<file path="src/hdl/tpcu_pkg.sv">
// Package for the packed pattern cell unpacker: result word layout and fixed codes.
// No dependencies; used by tracker_pattern_cell_unpacker, tpcu_checker and tb.
`timescale 1ns / 1ps
`default_nettype none

package tpcu_pkg;

  // Field widths
  localparam int unsigned ByteW  = 8;
  localparam int unsigned NoteW  = 9;
  localparam int unsigned ChanW  = 5;
  localparam int unsigned RowW   = 8;
  localparam int unsigned CfgW   = 6;
  localparam int unsigned MaskW  = 5;
  localparam int unsigned OutPad = 2;

  // Mask and note codes
  localparam logic [MaskW-1:0] FULL_MASK   = 5'h1E;
  localparam logic [ByteW-1:0] KEY_OFF_RAW = 8'h61;
  localparam logic [NoteW-1:0] KEY_OFF_OUT = 9'd121;
  localparam logic [NoteW-1:0] NOTE_OFFSET = 9'd12;

  // Channel count limits and reset value
  localparam logic [CfgW-1:0] CHAN_MIN   = 6'd1;
  localparam logic [CfgW-1:0] CHAN_MAX   = 6'd32;
  localparam logic [CfgW-1:0] CHAN_RESET = 6'd8;

  // Result word, note in the lowest bits
  typedef struct packed {
    logic [OutPad-1:0] pad;
    logic [RowW-1:0]   row_index;
    logic [ChanW-1:0]  channel_index;
    logic [ByteW-1:0]  effect_argument;
    logic [ByteW-1:0]  effect_code;
    logic [ByteW-1:0]  volume_byte;
    logic [ByteW-1:0]  instrument_number;
    logic [NoteW-1:0]  note_value;
  } out_t;

  localparam int unsigned OutW = $bits(out_t);

  // Bytes collected so far for the cell being assembled
  typedef struct packed {
    logic [ByteW-1:0] note;
    logic [ByteW-1:0] instrument;
    logic [ByteW-1:0] volume;
    logic [ByteW-1:0] effect;
  } cell_t;

  // Raw note byte to output note
  function automatic logic [NoteW-1:0] map_note(input logic [ByteW-1:0] raw);
    logic [NoteW-1:0] res;
    if (raw == KEY_OFF_RAW) begin
      res = KEY_OFF_OUT;
    end else if (raw == '0) begin
      res = '0;
    end else begin
      res = {1'b0, raw} + NOTE_OFFSET;
    end
    return res;
  endfunction

endpackage

`default_nettype wire

</file>
<file path="src/hdl/tracker_pattern_cell_unpacker.sv">
// Packed pattern cell unpacker: byte stream in, one result word per complete cell.
// Depends on tpcu_pkg.
`timescale 1ns / 1ps
`default_nettype none

// Channel   | Dir | Handshake                    | Payload
// ----------+-----+------------------------------+----------------------------------
// s_axis    | in  | s_axis_tvalid/s_axis_tready  | tdata: data_byte; tuser: new_pattern
// m_axis    | out | m_axis_tvalid/m_axis_tready  | tdata: cell fields, note lowest
// cfg       | in  | cfg_valid_i/cfg_ready_o      | cfg_data_i: chans_per_row
//
// One byte per cycle while no result is held; a cell result appears in the cycle after its last byte.
// Assembly state and the result word are registered; the mask decode, note map
// and counter update sit between them.
// Reset clears the cell state and counters and sets the channel count to 8.
// A result not yet taken holds m_axis; s_axis is then ready only in a cycle in
// which the result is taken. cfg is always ready.

module tracker_pattern_cell_unpacker
  import tpcu_pkg::*;
(
  input  wire logic              clk_i,
  input  wire logic              rst_ni,
  input  wire logic              cfg_valid_i,
  output logic                   cfg_ready_o,
  input  wire logic [CfgW-1:0]   cfg_data_i,     // chans_per_row
  input  wire logic              s_axis_tvalid,
  output logic                   s_axis_tready,
  input  wire logic [ByteW-1:0]  s_axis_tdata,   // [7:0] data_byte
  input  wire logic [0:0]        s_axis_tuser,   // [0] new_pattern
  output logic                   m_axis_tvalid,
  input  wire logic              m_axis_tready,
  output logic [OutW-1:0]        m_axis_tdata    // [8:0] note_value, [16:9] instrument_number,
                                                 // [24:17] volume_byte, [32:25] effect_code,
                                                 // [40:33] effect_argument, [45:41] channel_index,
                                                 // [53:46] row_index, [55:54] zero
);

  logic [CfgW-1:0]  chan_cnt_q;
  logic [MaskW-1:0] mask_q, mask_d;
  cell_t            cell_q, cell_d;
  logic [ChanW-1:0] chan_q, chan_d;
  logic [RowW-1:0]  row_q, row_d;
  logic             out_valid_q, out_valid_d;
  out_t             out_q, out_d;

  logic             in_fire;
  logic [MaskW-1:0] mask_s;
  cell_t            cell_s;
  logic [ChanW-1:0] chan_s;
  logic [RowW-1:0]  row_s;
  logic [MaskW-1:0] sel;
  logic [ByteW-1:0] arg;
  logic             emit;
  logic [CfgW-1:0]  limit;
  logic [CfgW-1:0]  chan_inc;

  assign cfg_ready_o   = 1'b1;
  assign s_axis_tready = !out_valid_q || m_axis_tready;
  assign m_axis_tvalid = out_valid_q;
  assign m_axis_tdata  = out_q;
  assign in_fire       = s_axis_tvalid && s_axis_tready;

  // Clamp the configured channel count to 1..32
  always_comb begin
    if (chan_cnt_q < CHAN_MIN) begin
      limit = CHAN_MIN;
    end else if (chan_cnt_q > CHAN_MAX) begin
      limit = CHAN_MAX;
    end else begin
      limit = chan_cnt_q;
    end
  end

  // Cell assembly for the incoming word
  always_comb begin
    // start of pattern drops the partial cell and counters
    if (s_axis_tuser[0]) begin
      mask_s = '0;
      cell_s = '0;
      chan_s = '0;
      row_s  = '0;
    end else begin
      mask_s = mask_q;
      cell_s = cell_q;
      chan_s = chan_q;
      row_s  = row_q;
    end

    cell_d = cell_s;
    mask_d = mask_s;
    arg    = '0;
    sel    = mask_s & (~mask_s + 5'd1);

    if (mask_s == '0) begin
      // first byte of a cell: mask or implied full cell
      if (s_axis_tdata[7]) begin
        mask_d = s_axis_tdata[MaskW-1:0];
      end else begin
        mask_d      = FULL_MASK;
        cell_d.note = {1'b0, s_axis_tdata[6:0]};
      end
    end else begin
      // field byte for the lowest pending mask bit
      if (sel[0]) cell_d.note       = s_axis_tdata;
      if (sel[1]) cell_d.instrument = s_axis_tdata;
      if (sel[2]) cell_d.volume     = s_axis_tdata;
      if (sel[3]) cell_d.effect     = s_axis_tdata;
      if (sel[4]) arg               = s_axis_tdata;
      mask_d = mask_s & ~sel;
    end

    emit = (mask_d == '0);

    out_d                   = '0;
    out_d.note_value        = map_note(cell_d.note);
    out_d.instrument_number = cell_d.instrument;
    out_d.volume_byte       = cell_d.volume;
    out_d.effect_code       = cell_d.effect;
    out_d.effect_argument   = arg;
    out_d.channel_index     = chan_s;
    out_d.row_index         = row_s;

    // counters advance per completed cell
    chan_inc = {1'b0, chan_s} + 6'd1;
    chan_d   = chan_s;
    row_d    = row_s;
    if (emit) begin
      cell_d = '0;
      if (chan_inc >= limit) begin
        chan_d = '0;
        row_d  = row_s + 8'd1;
      end else begin
        chan_d = chan_inc[ChanW-1:0];
      end
    end

    // result register: load on a completed cell, drop when taken
    if (in_fire) begin
      out_valid_d = emit;
    end else if (m_axis_tready) begin
      out_valid_d = 1'b0;
    end else begin
      out_valid_d = out_valid_q;
    end
  end

  // Configuration register
  always_ff @(posedge clk_i or negedge rst_ni) begin
    if (!rst_ni) begin
      chan_cnt_q <= CHAN_RESET;
    end else if (cfg_valid_i && cfg_ready_o) begin
      chan_cnt_q <= cfg_data_i;
    end
  end

  // Assembly state and counters
  always_ff @(posedge clk_i or negedge rst_ni) begin
    if (!rst_ni) begin
      mask_q      <= '0;
      cell_q      <= '0;
      chan_q      <= '0;
      row_q       <= '0;
      out_valid_q <= 1'b0;
    end else begin
      out_valid_q <= out_valid_d;
      if (in_fire) begin
        mask_q <= mask_d;
        cell_q <= cell_d;
        chan_q <= chan_d;
        row_q  <= row_d;
      end
    end
  end

  // Result payload
  always_ff @(posedge clk_i) begin
    if (in_fire && emit) begin
      out_q <= out_d;
    end
  end

endmodule

`default_nettype wire

</file>
<file path="config.mk">
export PLATFORM = sky130hd
export DESIGN_NAME = tracker_pattern_cell_unpacker
export DESIGN_NICKNAME = d
export VERILOG_FILES = /design/src/hdl/tpcu_pkg.sv /design/src/hdl/tracker_pattern_cell_unpacker.sv
export SDC_FILE = /design/constraint.sdc
export NUM_CORES = 1
export LEC_CHECK = 0
export BUFFER_PORTS_ARGS = -buffer_cell sky130_fd_sc_hd__clkbuf_2
export CAP_MARGIN = 20
export CORE_MARGIN = 5
export CORE_UTILIZATION = 53
export CTS_BUF_LIST = sky130_fd_sc_hd__clkbuf_4 sky130_fd_sc_hd__clkbuf_8
export DETAILED_ROUTE_END_ITERATION = 10
export PLACE_DENSITY = 0.75
export SLEW_MARGIN = 10
export SYNTH_ARGS = -nofsm -noshare
export SYNTH_HDL_FRONTEND = slang
export SYNTH_SLANG_ARGS = --single-unit
</file>
<file path="constraint.sdc">
create_clock -name clk_i -period 3.14 [get_ports clk_i]
set_clock_uncertainty 0.1 [all_clocks]
set_input_delay 0.471 -clock clk_i [delete_from_list [all_inputs] [get_ports clk_i]]
set_output_delay 0.471 -clock clk_i [all_outputs]
set_load 0.005 [all_outputs]
</file>
* Word level (Yosys, flattened, before mapping)
Cells that the tools add are included.
Word-level totals: flip-flop bits (word level) 111, latch bits 0, bits in writable memories 0, ROM bits 0, bits of input ports 20, word-level logic and storage cells 63, memories 0
Cells by class: add/subtract/negate cells 4, multiply operators 0, div/mod/pow operators 0, $lt $le $gt $ge 3, equal/unequal tests 1, shifts and indexed selects 0, multiplexer cells 23, bitwise operators 5, reductions and logical operators 10
Operator list (number):
- two-way mux 8 bit | 9
- two-way mux 32 bit | 2
- two-way mux 5 bit | 6
- two-way mux 24 bit | 1
- two-way mux 6 bit | 2
- AND 5 bit | 2
- logical NOT 5 bit | 2
- NOT 5 bit | 2
- adder 8 x 4 -> 9 bit, second input constant | 1
- adder 8 x 1 -> 8 bit, second input constant | 1
- equality test 8 x 7 -> 1 bit, second input constant | 1
- logical NOT 8 bit | 1
- two-way mux 7 bit | 1
- adder 5 x 1 -> 6 bit, second input constant | 1
- greater-or-equal comparator 6 bit | 1
- greater-than comparator 6 bit, second input constant | 1
- less-than comparator 6 x 1 -> 1 bit, second input constant | 1
- adder 5 x 1 -> 5 bit, second input constant | 1
- OR reduction 2 bit | 2
- logical AND 1 bit | 2
- two-way mux 1 bit | 2
- nonzero test 2 bit | 1
- logical NOT 1 bit | 1
- logical OR 1 bit | 1
- NOT 1 bit | 1

* Logic depth before layout (Yosys ltp)
word-level depth 9, mapped depth 13, gate-level depth less buffers 11

* Worst setup path after synthesis
Ideal clock, no wire load.
kind input-to-reg, from input port s_axis_tuser, to register chan_q[2], library setup time 0.065 ns, arrival time 3.237 ns, path slack -0.263 ns, stages 12, path through clkbuf_1 clkbuf_1 nor2b_1 ha_1 nand3_1 xnor2_1 ha_1 a21o_1 a221oi_1 a21boi_0 o221ai_1 a22o_1
On the way: elaborated cells on any way between the ends 14
RTL lines:
- start: declaration | line tracker_pattern_cell_unpacker.sv:30 | input wire logic [0:0] s_axis_tuser,
- two-way mux 5 bit (*) | line tracker_pattern_cell_unpacker.sv:78 | if (s_axis_tuser[0]) begin
- via chan_s[0] | line tracker_pattern_cell_unpacker.sv:50 | logic [ChanW-1:0] chan_s;
- adder 5 x 1 -> 6 bit (*) | line tracker_pattern_cell_unpacker.sv:125 | chan_inc = {1'b0, chan_s} + 6'd1;
- greater-or-equal comparator 6 bit | line tracker_pattern_cell_unpacker.sv:130 | if (chan_inc >= limit) begin
- two-way mux 5 bit (*) | line tracker_pattern_cell_unpacker.sv:130
- two-way mux 5 bit (*) | line tracker_pattern_cell_unpacker.sv:128 | if (emit) begin
- end signal: assignment | line tracker_pattern_cell_unpacker.sv:170 | chan_q <= chan_d;
- end: declaration | line tracker_pattern_cell_unpacker.sv:42 | logic [ChanW-1:0] chan_q, chan_d;
The timed path passes the listed nets; every way through them passes the cells marked *. A chain may end at the register's enable or synchronous reset.

* Worst setup path after layout
from register chan_q[0], to register chan_q[2]
On the way: longest elaborated chain between the ends 5
RTL lines (line):
- two-way mux 5 bit (*) | tracker_pattern_cell_unpacker.sv:78
- via chan_s[0] | tracker_pattern_cell_unpacker.sv:50
- adder 5 x 1 -> 6 bit (*) | tracker_pattern_cell_unpacker.sv:125
- greater-or-equal comparator 6 bit | tracker_pattern_cell_unpacker.sv:130
- two-way mux 5 bit (*) | tracker_pattern_cell_unpacker.sv:130
- two-way mux 5 bit (*) | tracker_pattern_cell_unpacker.sv:128
Marked as above.

==> impl_metrics.py <==
metrics = {
    "clock_network": {
        "cts-buffers-inserted": 9,
        "post_cts_buffers": 0,
        "h-tree-depth": 3,
        "post_cts_resized": 0,
        "clk-insertion-delay-late_ns": 0.36,
        "clock-sinks": 111,
        "clockBufferDepth": 2,
        "clk_pin_slew_ns": 0.10,
        "tritoncts": "yes",
        "root_buffer": "clkbuf_8",
        "postCtsHoldBufs": 0,
    },
    "logic_synthesis": {
        "async_flop_share": 0.514,
        "ys_ff_latch": 111,
        "synthDistinctLibCells": 61,
        "synth_ff_type": "dfrtp_1",
        "syn_inst": 415,
        "ys_warn_count": 0,
        "syn-mean-instance-area_um2": 12.3,
        "synth_edf_count": 54,
        "syn_area_um2": 5120,
        "ys_seq_area_frac": 0.595,
    },
    "pwr": {
        "power_frac_seq": 0.536,
        "p_sw_frac": 0.293,
        "p_per_area_nw_per_um2": 589,
        "clkPwrFrac": 0.253,
        "comb_power_share": 0.211,
        "p_switching_mw": 1.01,
        "internal-power_mw": 2.44,
        "leakage_nw": 2.51,
        "vdd.ir_drop.worst_uv": 295,
    },
    "route": {
        "dr.pass1.iters": 4,
        "ant_nets": 0,
        "routed_wl_mm": 10.5,
        "vias": 3574,
        "drc": 0,
        "wl_per_cell_um": 16.9,
        "drt_iter0_markers": 213,
        "vias_per_cell": 5.73,
    },
    "layout": {
        "layoutNonFillerInstCount": 624,
        "final_area_um2": 5860,
        "area_growth_pct": 14.4,
        "final_common_cell": "clkbuf_2",
        "layout.nets": 520,
        "layout_common_cells": "clkbuf_2, dfrtp_1, edfxtp_1",
        "antenna_cells": 0,
        "layout-drive-gt1-share": 0.275,
    },
    "placed_design": {
        "gp_congestion": 0.911,
        "post_dp_cell_area_um2": 5660,
        "dp_slack_ns": 0.139,
        "io_buffers": 75,
        "dp_hpwl_mm": 7.27,
        "place_inst": 608,
    },
    "status": {
        "status": "finished clean",
    },
    "grt": {
        "grt_max_degree": 58,
        "grt_usage": 0.189,
        "grt_pass1_vias": 3443,
        "antenna_found_initial": 0,
        "grt-ovfl-total": 0,
        "grt_first_pass_wirelength_mm": 17.3,
    },
    "timing": {
        "drv_slew": 0,
        "timing_hold_violations_final": 0,
        "rsz0062_at_grt": "false",
        "finalSetupViolCount": 0,
        "layout_setup_ws_ns": 0.301,
        "fin_tns_setup_ns": 0,
        "timing.final.crit_share": 0.904,
        "worst_slew_pin_slew_ns": 0.794,
        "max_freq_mhz": 352,
        "relSlewSlack": 0.463,
        "fin_crit_ns": 2.84,
    },
    "worst_setup_path": {
        "cp_max_fo": 6,
        "worstSetupPathType": "flip-flop to flip-flop",
        "worst_setup_path_end_kind": "flip-flop",
        "rr_worst_depth": 10,
        "worstPathArrival_ns": 3.03,
        "required_ns": 3.34,
        "startpoint_type": "flip-flop",
    },
    "die": {
        "die_w_um": 108,
        "core_area_um2": 9330,
        "floorplan.io_pins": 79,
        "start_util": 0.549,
        "die_h_um": 108,
        "rows": 35,
        "die_area_um2": 11700,
    },
    "worst_hold_path": {
        "hold_class": "primary input to async pin",
    },
    "job": {
        "max_cap_violations": 0,
    },
}
==> Yosys cell counts, drive strengths merged, types with 8 or more instances <==
cell | count | area [µm²]
a22o | 53 | 473
and2 | 12 | 75.1
buf | 12 | 83.8
clkbuf | 16 | 61.3
dfrtp | 56 | 1400
edfxtp | 54 | 1620
ha | 10 | 125
inv | 9 | 33.8
nand2 | 51 | 194
nor2 | 15 | 73.8
nor2b | 13 | 81.3
o21ai | 21 | 105
o31ai | 9 | 77.6
xnor2 | 8 | 70.1
==> critical path, cell delays in order (launching register included) <==
cell and delay [ns]:
dfrtp_1 0.44, nor2b_1 0.23, ha_1 0.22, nand3_1 0.11, xnor2_1 0.22, ha_1 0.28
a21o_1 0.21, a221oi_4 0.44, a21boi_0 0.17, o221ai_1 0.20, a22o_1 0.17
==> sequential cells by signal, summed over array words and instances (netlist names) <==
name	flops
m_axis_tdata	54
cell_q	32
row_q	8
chan_cnt_q	6
chan_q	5
mask_q	5
m_axis_tvalid	1
==> worst paths after layout <==
path,from,endpoint,slack (ns)
setup / recovery,chan_q[0],chan_q[2],0.30
hold / removal,rst_ni,chan_cnt_q[2],0.15
setup reg to reg,chan_q[0],chan_q[2],0.30
hold reg to reg,cell_q[27],cell_q[27],0.39
max in group asynchronous,rst_ni,cell_q[13],2.31
min in group clk_i,cfg_data_i[5],chan_cnt_q[5],0.22
==> layer usage <==
metal,routed length (µm),GRT usage,vias to the layer above
met5,0,0,-
met4,142,0.0478,0
met3,647,0.0424,12
met2,5190,0.315,109
met1,4540,0.252,1783
li1,-,-,1670
==> through the flow <==
step | util | hold slack (ns) | total power, mW
final | 0.628 | 0.146 | 3.45
after global placement | 0.606 | 0.354 | 2.59
after CTS | 0.628 | 0.166 | 3.47
after global routing | 0.628 | 0.191 | 3.64
after detailed placement | 0.606 | 0.369 | 2.61
after floorplan | - | 0.0754 | 2.37
==> cells by family after synthesis <==
| logic type | count (synthesis) | synth area share |
|---|---|---|
| compound gates | 108 | 0.172 |
| xor+xnor | 13 | 0.0222 |
| fa+ha+maj | 11 | 0.0266 |
| buf+inv | 37 | 0.0349 |
| flops | 111 | 0.595 |
| mux | 6 | 0.0129 |
| other cells | 2 | 0.00147 |
| simple gates | 127 | 0.135 |
==> layout make-up <==
class,instances,area [µm²]
Fill cell,722,3470
Inverter,9,33.8
Multi-Input combinational cell,268,1920
Clock buffer,11,139
Tap cell,129,161
Timing Repair Buffer,91,495
Sequential cell,111,3050
Clock inverter,5,65.1
==> power groups by stage <==
stage	Clock [mW]	Combinational, mW	Sequential, mW
floorplan	0	0.526	1.84
global placement	0	0.717	1.87
detailed placement	0	0.734	1.88
CTS	0.886	0.737	1.85
global route	0.967	0.809	1.87
finish	0.872	0.728	1.85
(Power assumes the default switching activity.)
